<file path="src/rtl/owm_pkg.sv">
// shared types and constants for the one-wire bus master
package owm_pkg;

	localparam int unsigned US_W = 9;
	localparam int unsigned CPM_W = 8;

	localparam logic [CPM_W-1:0] CPM_RESET = 8'd168;

	localparam logic [US_W-1:0] RESET_LOW_US = 9'd480;
	localparam logic [US_W-1:0] PRESENCE_SAMPLE_US = 9'd80;
	localparam logic [US_W-1:0] RESET_RECOVERY_US = 9'd400;
	localparam logic [US_W-1:0] SLOT_US = 9'd60;
	localparam logic [US_W-1:0] WR_SHORT_US = 9'd1;
	localparam logic [US_W-1:0] RD_LOW_US = 9'd2;

	localparam logic [1:0] KIND_TICK = 2'd0;
	localparam logic [1:0] KIND_RESET = 2'd1;
	localparam logic [1:0] KIND_WRITE = 2'd2;
	localparam logic [1:0] KIND_READ = 2'd3;

	typedef struct packed {
		logic [1:0] kind;
		logic [7:0] write_byte;
		logic       line_level;
	} owm_item_t;

	typedef struct packed {
		logic       rejected;
		logic [7:0] read_byte;
		logic       presence;
		logic       done_res;
		logic       busy_res;
		logic       drive_low;
	} owm_result_t;

endpackage

</file>
<file path="src/rtl/owm_engine.sv">
// bus timing state machine: slot phases, microsecond prescaler, bit shifter
module owm_engine (
	input  logic                          clk,
	input  logic                          arst_n,
	input  logic                          step,
	input  owm_pkg::owm_item_t            item,
	input  logic [owm_pkg::CPM_W-1:0]     cpm,
	output owm_pkg::owm_result_t          result
);

	localparam logic [2:0] PH_IDLE     = 3'd0;
	localparam logic [2:0] PH_RST_LOW  = 3'd1;
	localparam logic [2:0] PH_RST_WAIT = 3'd2;
	localparam logic [2:0] PH_RST_REC  = 3'd3;
	localparam logic [2:0] PH_WR_LOW   = 3'd4;
	localparam logic [2:0] PH_WR_REL   = 3'd5;
	localparam logic [2:0] PH_RD_LOW   = 3'd6;
	localparam logic [2:0] PH_RD_REL   = 3'd7;

	logic [2:0] phase_q, phase_d;
	logic [owm_pkg::CPM_W-1:0] pre_q, pre_d;
	logic [owm_pkg::US_W-1:0] us_q, us_d, us_inc, len;
	logic [2:0] bitpos_q, bitpos_d;
	logic [7:0] shift_q, shift_d;
	logic pres_q, pres_d;
	logic done, pres_o, rej;
	logic [7:0] rbyte;

	always_comb begin
		unique case (phase_q)
			PH_RST_LOW:  len = owm_pkg::RESET_LOW_US;
			PH_RST_WAIT: len = owm_pkg::PRESENCE_SAMPLE_US;
			PH_RST_REC:  len = owm_pkg::RESET_RECOVERY_US;
			PH_WR_LOW:   len = shift_q[0] ? owm_pkg::WR_SHORT_US : owm_pkg::SLOT_US;
			PH_WR_REL:   len = shift_q[0] ? owm_pkg::SLOT_US : owm_pkg::WR_SHORT_US;
			PH_RD_LOW:   len = owm_pkg::RD_LOW_US;
			default:     len = owm_pkg::SLOT_US;
		endcase
	end

	assign us_inc = us_q + 9'd1;

	always_comb begin
		phase_d = phase_q;
		pre_d = pre_q;
		us_d = us_q;
		bitpos_d = bitpos_q;
		shift_d = shift_q;
		pres_d = pres_q;
		done = 1'b0;
		pres_o = 1'b0;
		rej = 1'b0;
		rbyte = 8'd0;
		if (item.kind != owm_pkg::KIND_TICK) begin
			if (phase_q != PH_IDLE) begin
				rej = 1'b1;
			end else begin
				bitpos_d = 3'd0;
				pre_d = '0;
				us_d = '0;
				unique case (item.kind)
					owm_pkg::KIND_RESET: begin
						pres_d = 1'b0;
						phase_d = PH_RST_LOW;
					end
					owm_pkg::KIND_WRITE: begin
						shift_d = item.write_byte;
						phase_d = PH_WR_LOW;
					end
					default: begin
						shift_d = 8'd0;
						phase_d = PH_RD_LOW;
					end
				endcase
			end
		end else if (phase_q != PH_IDLE) begin
			// first tick after release in a read slot samples the line
			if (phase_q == PH_RD_REL && us_q == '0 && pre_q == '0) begin
				shift_d = {item.line_level, shift_q[7:1]};
			end
			if ({1'b0, pre_q} + 9'd1 >= {1'b0, cpm}) begin
				pre_d = '0;
				us_d = us_inc;
				if (us_inc >= len) begin
					us_d = '0;
					unique case (phase_q)
						PH_RST_LOW: phase_d = PH_RST_WAIT;
						PH_RST_WAIT: begin
							pres_d = ~item.line_level;
							phase_d = PH_RST_REC;
						end
						PH_RST_REC: begin
							phase_d = PH_IDLE;
							done = 1'b1;
							pres_o = pres_q;
						end
						PH_WR_LOW: phase_d = PH_WR_REL;
						PH_WR_REL: begin
							shift_d = {1'b0, shift_q[7:1]};
							if (bitpos_q == 3'd7) begin
								bitpos_d = 3'd0;
								phase_d = PH_IDLE;
								done = 1'b1;
							end else begin
								bitpos_d = bitpos_q + 3'd1;
								phase_d = PH_WR_LOW;
							end
						end
						PH_RD_LOW: phase_d = PH_RD_REL;
						default: begin
							if (bitpos_q == 3'd7) begin
								bitpos_d = 3'd0;
								phase_d = PH_IDLE;
								done = 1'b1;
								rbyte = shift_d;
							end else begin
								bitpos_d = bitpos_q + 3'd1;
								phase_d = PH_RD_LOW;
							end
						end
					endcase
				end
			end else begin
				pre_d = pre_q + 8'd1;
			end
		end
	end

	always_ff @(posedge clk or negedge arst_n) begin
		if (!arst_n) begin
			phase_q <= PH_IDLE;
			pre_q <= '0;
			us_q <= '0;
			bitpos_q <= 3'd0;
			shift_q <= 8'd0;
			pres_q <= 1'b0;
		end else if (step) begin
			phase_q <= phase_d;
			pre_q <= pre_d;
			us_q <= us_d;
			bitpos_q <= bitpos_d;
			shift_q <= shift_d;
			pres_q <= pres_d;
		end
	end

	always_comb begin
		result.drive_low = (phase_d == PH_RST_LOW) || (phase_d == PH_WR_LOW)
			|| (phase_d == PH_RD_LOW);
		result.busy_res = (phase_d != PH_IDLE);
		result.done_res = done;
		result.presence = pres_o;
		result.read_byte = rbyte;
		result.rejected = rej;
	end

	// bit counter only moves inside byte slots
	a_bitpos_idle: assert property (@(posedge clk) disable iff (!arst_n)
		(bitpos_q != 3'd0) |-> (phase_q == PH_WR_LOW || phase_q == PH_WR_REL
			|| phase_q == PH_RD_LOW || phase_q == PH_RD_REL))
		else $error("bit position set outside a byte slot");

	// microsecond count never reaches the slot length without leaving it
	a_us_bound: assert property (@(posedge clk) disable iff (!arst_n)
		(phase_q != PH_IDLE) |-> (us_q < len))
		else $error("microsecond count past phase length");

	// idle block holds the prescaler and the microsecond count cleared
	a_idle_clear: assert property (@(posedge clk) disable iff (!arst_n)
		(phase_q == PH_IDLE) |-> (pre_q == '0 && us_q == '0))
		else $error("timers running while idle");

endmodule

</file>
<file path="src/rtl/one_wire_bus_master.sv">
// one-wire bus master top level: input register, timing engine, result register
// an accepted word is held in the input register, its result word in the result register
// throughput: one word per cycle, limited only by m_tready back-pressure
// every bus slot is timed from tick words, cycles_per_microsecond ticks per us
// reset clears the bus phase and timers and sets cycles_per_microsecond to 168
// the line is released and no word is pending after reset
module one_wire_bus_master (
	input  logic        clk,
	input  logic        arst_n,
	input  logic        s_tvalid,
	output logic        s_tready,
	input  logic [15:0] s_tdata,  // write_byte[7:0], line_level[8], zero [15:9]
	input  logic [1:0]  s_tuser,  // kind[1:0]
	output logic        m_tvalid,
	input  logic        m_tready,
	output logic [15:0] m_tdata,  // drive_low[0], busy_res[1], done_res[2], presence[3],
	                              // read_byte[11:4], rejected[12], zero [15:13]
	input  logic        cfg_valid,
	output logic        cfg_ready,
	input  logic [7:0]  cfg_data
);

	logic valid_s1;
	owm_pkg::owm_item_t item_s1;
	logic valid_s2;
	owm_pkg::owm_result_t res_s2;
	owm_pkg::owm_result_t res;
	logic [owm_pkg::CPM_W-1:0] cpm_q;
	logic out_free, advance;

	assign out_free = !valid_s2 || m_tready;
	assign advance = valid_s1 && out_free;
	assign s_tready = !valid_s1 || out_free;
	assign cfg_ready = 1'b1;

	always_ff @(posedge clk or negedge arst_n) begin
		if (!arst_n) begin
			cpm_q <= owm_pkg::CPM_RESET;
		end else if (cfg_valid) begin
			cpm_q <= cfg_data;
		end
	end

	always_ff @(posedge clk or negedge arst_n) begin
		if (!arst_n) begin
			valid_s1 <= 1'b0;
		end else if (s_tready) begin
			valid_s1 <= s_tvalid;
		end
	end

	always_ff @(posedge clk) begin
		if (s_tready && s_tvalid) begin
			item_s1.kind <= s_tuser;
			item_s1.write_byte <= s_tdata[7:0];
			item_s1.line_level <= s_tdata[8];
		end
	end

	owm_engine u_engine (
		.clk    (clk),
		.arst_n (arst_n),
		.step   (advance),
		.item   (item_s1),
		.cpm    (cpm_q),
		.result (res)
	);

	always_ff @(posedge clk or negedge arst_n) begin
		if (!arst_n) begin
			valid_s2 <= 1'b0;
		end else if (out_free) begin
			valid_s2 <= valid_s1;
		end
	end

	always_ff @(posedge clk) begin
		if (advance) begin
			res_s2 <= res;
		end
	end

	assign m_tvalid = valid_s2;
	assign m_tdata = {3'b000, res_s2.rejected, res_s2.read_byte, res_s2.presence,
		res_s2.done_res, res_s2.busy_res, res_s2.drive_low};

	// a finished operation leaves the block idle and released
	a_done_idle: assert property (@(posedge clk) disable iff (!arst_n)
		(valid_s2 && res_s2.done_res) |-> (!res_s2.busy_res && !res_s2.drive_low))
		else $error("done reported while still busy");

	// a rejected command never completes anything
	a_rej_busy: assert property (@(posedge clk) disable iff (!arst_n)
		(valid_s2 && res_s2.rejected) |-> (res_s2.busy_res && !res_s2.done_res))
		else $error("rejected word not busy");

	// presence and read data only appear with done
	a_payload_done: assert property (@(posedge clk) disable iff (!arst_n)
		(valid_s2 && (res_s2.presence || res_s2.read_byte != 8'd0)) |-> res_s2.done_res)
		else $error("result data without done");

endmodule

</file>
<file path="config.mk">
export PLATFORM = sky130hd
export DESIGN_NAME = one_wire_bus_master
export DESIGN_NICKNAME = d
export VERILOG_FILES = /design/src/rtl/owm_pkg.sv /design/src/rtl/owm_engine.sv /design/src/rtl/one_wire_bus_master.sv
export SDC_FILE = /design/constraint.sdc
export NUM_CORES = 1
export LEC_CHECK = 0
export BUFFER_PORTS_ARGS = -buffer_cell sky130_fd_sc_hd__buf_4
export CORE_MARGIN = 2
export CORE_UTILIZATION = 59
export CTS_BUF_LIST = sky130_fd_sc_hd__clkbuf_2
export CTS_CLUSTER_SIZE = 16
export DETAILED_ROUTE_END_ITERATION = 6
export GPL_TIMING_DRIVEN = 0
export PLACE_DENSITY = 0.87
export SLEW_MARGIN = 20
export SYNTH_ARGS = -nofsm -noshare
export SYNTH_HDL_FRONTEND = slang
export SYNTH_SLANG_ARGS = --single-unit
</file>
<file path="constraint.sdc">
create_clock -name clk -period 9.4 [get_ports clk]
set_clock_uncertainty 0.2 [all_clocks]
set_input_delay 1.41 -clock clk [delete_from_list [all_inputs] [get_ports clk]]
set_output_delay 1.41 -clock clk [all_outputs]
set_load 0.05 [all_outputs]
</file>
==> summary.md, run 1 <==
| Metric | Value |
|---|---|
| RR Endpoint | m_tdata[1]$_DFFE_PP_ |
| Reg2reg path depth | 12 |
| Final net count | 500 |
| Max clock buf depth | 2 |
| First-pass GRT wire length | 13460 µm |
| Top cell type's share of synthesized area | 25.43% |
| Storage cell area | 0.001775 mm² |
| Required time worst endpoint | 9.42 ns |
| CP Class | register to register |
| Final setup margin | 5.441 ns |
| Slew margin rel. | 53.62% |
| Placement Setup Slack | 5.496 ns |
| Max Transition Viols Final | 0 |
| Number of max-cap violations | 0 |
| Worst skew pair latency | 0.49 ns |
| Synth area leaders | dfrtp_1 25%, edfxtp_1 19%, ha_1 8.5% |
| Seq cells post-synth | 66 |
| Worst Tran Pin Value | 0.6904 ns |
| WHS Endpoint | u_engine.bitpos_q[2]$_DFFE_PN0P_ |
| Hold buffer count at CTS | 0 |
| Die W | 84.65 µm |
| Cells after Synth | 392 |
| Die area | 0.007166 mm² |
| Initial core utilization | 60.78% |
| Peak supply drop | 0.0001170 V |
| Clk sinks | 66 |
| TritonCTS buffer count | 9 |
| Detailed-route via count | 3054 |
| Utilization after layout | 68.23% |
| Setup crit start kind | register |
| Final ANT Viol Nets | 0 |
| GPL Wtd Cong | 0.8906 |
| Critical path arrival | 3.98 ns |
| Maximum clock frequency | 252.6 MHz |
| Syn Area/Cell | 9.789 µm² |
| Hold crit path type | register to register |
| Area taken by multi-input logic gates | 0.001896 mm² |
| Vias/cell | 5.817 |
| FF-to-FF Start | u_engine.phase_q[0]$_DFFE_PN0P_ |
| Floorplan Core Area | 0.006314 mm² |
| Clk slew on worst S/H paths | 0.17 ns |
| EDFF count, synth | 24 |
| # rows | 29 |
| Initial antenna violation count | 0 |
| Tcrit/Tclk final | 42.12% |
| Hold_sp | u_engine.bitpos_q[2]$_DFFE_PN0P_ |
| R2R setup slack | 5.44 ns |
| Synth area leader | dfrtp_1 |
| H-tree levels | 3 |
| Hold depth | 2 |
| Cell area power density | 140.9 mW/mm² |
| Ys async rst share | 63.64% |
| PostCTS Resize Cnt | 0 |
| Ys flop type | dfrtp_1 |
| DRT Pass-1 Iters | 5 |
| Drt total wl | 7918 µm |
| DR DRC count | 0 |
| Total gr overflow | 0 |
| Crit. End Element | register |
| Library cells used by synthesis | 56 |
| RSZ-0062 raised after global routing | no |
| Routed WL per cell | 15.08 µm |
| Final hold violation count | 0 |
| Setup TNS | 0 ns |
| I/O pin total | 50 |
| Synthesized area | 0.003837 mm² |
| Leak | 1.964 nW |
| Final setup fails | 0 |
| GR Util All Layers | 23.78% |
| Tmin final | 3.959 ns |
| Register area share after synthesis | 46.27% |
| Hold_ws | 0.3262 ns |
| Postcts setup bufs | 0 |
| Number of global-route vias before repair | 2987 |
| Outcome | completed |
| CTS tree | yes |
| Post-DP HPWL | 5934 µm |
| Yosys warning count | 0 |
| Initial detailed-routing violation count | 296 |
| Die Y | 84.65 µm |
| # diodes | 0 |
| Clk root buf | clkbuf_2 |
| Fill cells | 488 |
| # port buffers | 38 |
| Largest net degree at the start of global routing | 43 |
| Crit path max fanout | 10 |
| Layout cell share with drive strength beyond 1 | 18.08% |
| Post-synthesis to final-layout area growth | 12.26% |
==> layout by cell type (no fill, tap or decap), drive strengths merged, types with 2 or more instances in the layout <==
cell type | Yosys | final
clkbuf | 5 | 14
nand2 | 47 | 47
nor4 | 3 | 3
edfxtp | 24 | 24
inv | 18 | 18
mux2i | 10 | 10
buf | 13 | 51
a31o | 2 | 2
nand3 | 16 | 16
a21oi | 16 | 16
nor2 | 34 | 34
nand3b | 2 | 2
nor2b | 7 | 7
a211o | 4 | 4
or3 | 2 | 2
a21boi | 2 | 2
xor2 | 10 | 10
and3 | 14 | 14
conb | 2 | 4
xnor2 | 4 | 4
mux2 | 3 | 3
clkinv | 0 | 6
a31oi | 2 | 2
o21a | 2 | 2
o211ai | 5 | 5
o21ai | 37 | 37
a22o | 8 | 8
dfrtp | 39 | 39
nand2b | 7 | 7
nor3 | 9 | 9
dfstp | 3 | 3
nand4 | 3 | 3
ha | 26 | 26
==> final cells by class <==
type	count	share of cell area, %
inverters	18	1.568
multi-input cells	292	44.00
flip-flops and latches	66	41.21
clock inverters	7	0.8423
well taps	77	2.236
repair buffers	38	6.622
plain buffers	18	2.469
clock buffers	9	1.046
==> worst max-delay path by stage <==
stage / from / endpoint / slack [ns] / depth (start not counted)
6_report: u_engine.phase_q[0]$_DFFE_PN0P_ / m_tdata[1]$_DFFE_PP_ / 5.44 / 12
5_1_grt: u_engine.phase_q[0]$_DFFE_PN0P_ / u_engine.us_q[7]$_DFFE_PN0P_ / 5.16 / 13
4_1_cts: u_engine.phase_q[0]$_DFFE_PN0P_ / u_engine.bitpos_q[0]$_DFFE_PN0P_ / 5.46 / 12
3_5_place_dp: u_engine.phase_q[0]$_DFFE_PN0P_ / u_engine.bitpos_q[0]$_DFFE_PN0P_ / 5.50 / 12
3_3_place_gp: u_engine.us_q[0]$_DFFE_PN0P_ / m_tdata[1]$_DFFE_PP_ / 5.68 / 13
2_1_floorplan: m_tready / s_tready / 5.90 / 1
==> power breakdown <==
| part | internal, mW | total [mW] | switching (mW) |
|---|---|---|---|
| Combinational | 0.0530 | 0.132 | 0.0792 |
| Clock | 0.0313 | 0.133 | 0.102 |
| Sequential | 0.323 | 0.342 | 0.0190 |
==> registers in the layout, summed over array words and instances (netlist names) <==
name and count:
m_tdata 13, item_s1 11, u_engine.us_q 9, cpm_q 8
u_engine.pre_q 8, u_engine.shift_q 8, u_engine.bitpos_q 3, u_engine.phase_q 3
m_tvalid 1, u_engine.pres_q 1, valid_s1 1
==> cells by family after synthesis <==
logic type | synth area share (%)
other cells | 0.1957
compound gates | 14.84
buf+inv | 4.532
flops | 46.27
simple gates | 18.91
fa+ha+maj | 8.477
mux | 3.587
xor+xnor | 3.195
==> metrics by stage <==
step	instances	power (mW)	area, µm²
2_1_floorplan	394	0.4370	3845
3_3_place_gp	509	0.4702	4227
3_5_place_dp	509	0.4789	4227
4_1_cts	525	0.6090	4308
5_1_grt	525	0.6392	4308
6_report	525	0.6068	4308
==> cell usage after synthesis, types with 4 or more instances <==
library cell and number:
o21ai_0 32, mux2i_1 10, xnor2_1 4, and3_1 14, buf_2 4, buf_4 5, dfrtp_1 39, nand2b_1 7
nor3_1 8, edfxtp_1 24, nand3_1 16, xor2_1 10, inv_1 17, nor2_1 33, a22o_1 8, clkbuf_1 5
nand2_1 47, a211o_1 4, ha_1 26, a21oi_1 15, nor2b_1 7, o211ai_1 5
==> routing by layer <==
metal	track usage (%)	wire [µm]
met5	0	0
met4	11.69	216
met3	4.720	532
met2	37.37	3734
met1	31.69	3434
==> critical path, cell delays in order, from the launching register on <==
cell and delay (ns):
dfrtp_1 0.36, buf_2 0.21, buf_1 0.40, xnor2_1 0.14, nor3b_1 0.21, ha_1 0.26, nand2b_1 0.17, a2111oi_2 0.40
o21ai_2 0.09, a211oi_2 0.52, nor3_4 0.15, a221oi_2 0.40, nand4_1 0.18
Note: power is estimated with default switching activity, not from simulation.
==> inputs of run 2 (changes only) <==
Settings changed: CORE_UTILIZATION 59 to 54, PLACE_DENSITY 0.87 to 0.84.
Clock period 9.4 ns to 3.5 ns, I/O delays scaled along.
==> run 2 against run 1 <==
- the run now ends with negative setup slack left
- combinational power increased to 3.3 times the previous value
- critical endpoint is now u_engine.shift_q[1]$_DFFE_PN0P_
- sequential cell count unchanged
- count of clock-buffer cells in the layout stayed put
- highest routed layer unchanged
- setup slack got worse by 5.5 ns
- sequential share of layout area down 4.7 points
==> summary.md, run 2 (synthesized netlist as in run 1, its figures left out) <==
| Metric | Value |
|---|---|
| Initial antenna violation count | 0 (unchanged) |
| Clk slew on worst S/H paths | 0.21 ns (+0.04 ns) |
| GPL Wtd Cong | 0.8489 (-4.7%) |
| Final net count | 537 (+7.4%) |
| Cell area power density | 388.7 mW/mm² (+180%) |
| Die area | 0.007797 mm² (+8.8%) |
| # diodes | 0 (unchanged) |
| I/O pin total | 50 (unchanged) |
| First-pass GRT wire length | 14780 µm (+9.8%) |
| Final setup fails | 4 (+4) |
| Placement Setup Slack | -0.2771 ns (-5.773 ns) |
| Required time worst endpoint | 3.73 ns (-5.69 ns) |
| Final Cell Area | 0.004870 mm² (+13%) |
| Initial core utilization | 56.17% (-4.6 points) |
| RSZ-0062 raised after global routing | yes |
| Tmin final | 3.518 ns (-0.4413 ns) |
| FF-to-FF Start | u_engine.us_q[0]$_DFFE_PN0P_ |
| Crit path max fanout | 5 (-5) |
| Number of max-cap violations | 0 (unchanged) |
| Slew margin rel. | 50.94% (-2.7 points) |
| Peak supply drop | 0.0003312 V (+180%) |
| Tcrit/Tclk final | 100.5% (+58 points) |
| Largest net degree at the start of global routing | 43 (unchanged) |
| Maximum clock frequency | 284.2 MHz (+13%) |
| CTS tree | yes |
| DR DRC count | 0 (unchanged) |
| CP Class | register to register |
| Number of global-route vias before repair | 3130 (+4.8%) |
| Final hold violation count | 0 (unchanged) |
| Failing checks | negative setup slack |
| Commonest non-fill, non-tap cell in the layout | buf_4 |
| Clk sinks | 66 (unchanged) |
| Worst skew pair latency | 0.52 ns (+0.03 ns) |
| Post-place instance area | 0.004250 mm² (+0.56%) |
| Slowest cell on crit path | dfrtp_1 |
| Vias/cell | 5.701 (-2.0%) |
| Layout cell share with drive strength beyond 1 | 24.95% (+6.9 points) |
| Max clock buf depth | 2 (unchanged) |
| Top delay family on crit path | simple AND/OR/NAND/NOR gates |
| Outcome | finished with violations |
| Setup TNS | -0.05294 ns (-0.05294 ns) |
| Crit. End Element | register |
| CP startpoint | u_engine.us_q[0]$_DFFE_PN0P_ |
| Critical path's largest stage delay | 0.47 ns (-0.05 ns) |
| Cell Chain, Critical Path | buf_4 > and3_1 > and3_4 > and3_1 > xor2_1 > ha_1 > nand2_1 > o21ai_4 > a211oi_4 > nor3_4 > buf_4 > a21oi_4 > buf_6 > and3_1 > a211o_1 |
| Die Y | 88.30 µm (+4.3%) |
| Post-DP HPWL | 5811 µm (-2.1%) |
| Routed WL per cell | 16.29 µm (+8.0%) |
| Buf/Inv on CP | 3 (+1) |
| Setup crit start kind | register |
| Clk root buf | clkbuf_2 |
| Fill cells | 492 (+0.82%) |
| Leak | 2.175 nW (+11%) |
| Detailed-route via count | 3312 (+8.4%) |
| Hold_sp | cfg_data[0] |
| Post-synthesis to final-layout area growth | 26.90% |
| Final ANT Viol Nets | 0 (unchanged) |
| # port buffers | 38 (unchanged) |
| Pwr Total | 1.893 mW (+210%) |
| Critical path arrival | 3.75 ns (-0.23 ns) |
| Die W | 88.30 µm (+4.3%) |
| Max reg flops | 13 (unchanged) |
| Drt total wl | 9466 µm (+20%) |
| Hold crit path type | input pin to register |
| # rows | 30 (+3.4%) |
| GR Util All Layers | 24.92% (+1.1 points) |
| Final setup margin | -0.01806 ns (-5.459 ns) |
| Most frequent cells in the layout | 60 x buf_4, 46 x nand2_1, 35 x dfrtp_1 |
| Most used cell, CP | and3_1 |
| Worst Tran Pin Value | 0.7302 ns (+0.03985 ns) |
| DRT Pass-1 Iters | 5 (unchanged) |
| H-tree levels | 3 (unchanged) |
| Total gr overflow | 0 (unchanged) |
| Max Transition Viols Final | 0 (unchanged) |
| Floorplan Core Area | 0.006832 mm² (+8.2%) |
| TritonCTS buffer count | 9 (unchanged) |
| Initial detailed-routing violation count | 319 (+7.8%) |
[run 2: changes by cell type in the layout (fill, tap and decap cells not counted), moves of 4 or more]
cell	before	now
dfrtp_2	0	4
buf_4	43	60
and3_4	0	4
and3_1	14	10
dlygate4sd3_1	0	20
dfrtp_1	39	35
[run 2: worst register-to-register path, delay by kind of cell (launching register included)]
kind                     cells  cell delay [ns]
AO/OA/AOI/OAI                4             0.64
XOR/XNOR                     1             0.15
adder cells (fa/ha/maj)      1             0.28
buffers and inverters        3             0.49
flip-flops                   1             0.47
AND/OR/NAND/NOR              6             1.20
[run 2: power by group]
group	internal [mW]	total, mW	switching [mW]
logic	0.190	0.442	0.251
clock network	0.235	0.529	0.294
registers	0.867	0.922	0.0546
[run 2: path summary, 6_finish.rpt]
check	to	slack (ns)	cells past startpoint
setup / recovery	u_engine.shift_q[1]$_DFFE_PN0P_	-0.02	15
min in group asynchronous	u_engine.us_q[5]$_DFFE_PN0P_	0.31	2
hold / removal	cpm_q[0]$_DFFE_PN0P_	0.05	2
hold reg to reg	u_engine.bitpos_q[2]$_DFFE_PN0P_	0.32	2
setup reg to reg	u_engine.shift_q[1]$_DFFE_PN0P_	-0.02	15
max in group asynchronous	u_engine.pre_q[2]$_DFFE_PN0P_	2.38	2
[run 2: stage by stage]
step / std cells / hold slack [ns] / utilization [%]
floorplan: 394 / 0.02941 / -
global placement: 528 / 0.2682 / 62.22
detailed placement: 528 / 0.2816 / 62.22
CTS: 565 / 0.0006294 / 68.64
global route: 581 / 0.003518 / 71.28
finish: 581 / 0.04877 / 71.28
[run 2: per-layer routing]
metal | up-vias | GRT usage, % | routed length (µm)
li1 | 1562 | - | -
met1 | 1591 | 30.91 | 3930
met2 | 138 | 42.93 | 4842
met3 | 21 | 4.851 | 530
met4 | 0 | 10.06 | 163
met5 | - | 0 | 0
[run 2: repair_timing]
action,CTS,global route
pin swaps,8,11
cloned,0,2
gates resized for setup,19,15
hold buffers,19,1
hold endpoints to repair,57,1
buffers inserted,4,13
endpoints found under the setup margin,31,30
[run 2: final cells by class]
cell class | instances | area, µm² | area share (%)
inverters | 18 | 67.56 | 1.387
clock buffers | 9 | 45.04 | 0.9250
flip-flops and latches | 66 | 1780 | 36.56
plain buffers | 16 | 102.6 | 2.107
well taps | 96 | 120.1 | 2.467
repair buffers | 76 | 628.1 | 12.90
clock inverters | 7 | 92.59 | 1.901
multi-input cells | 293 | 2033 | 41.75
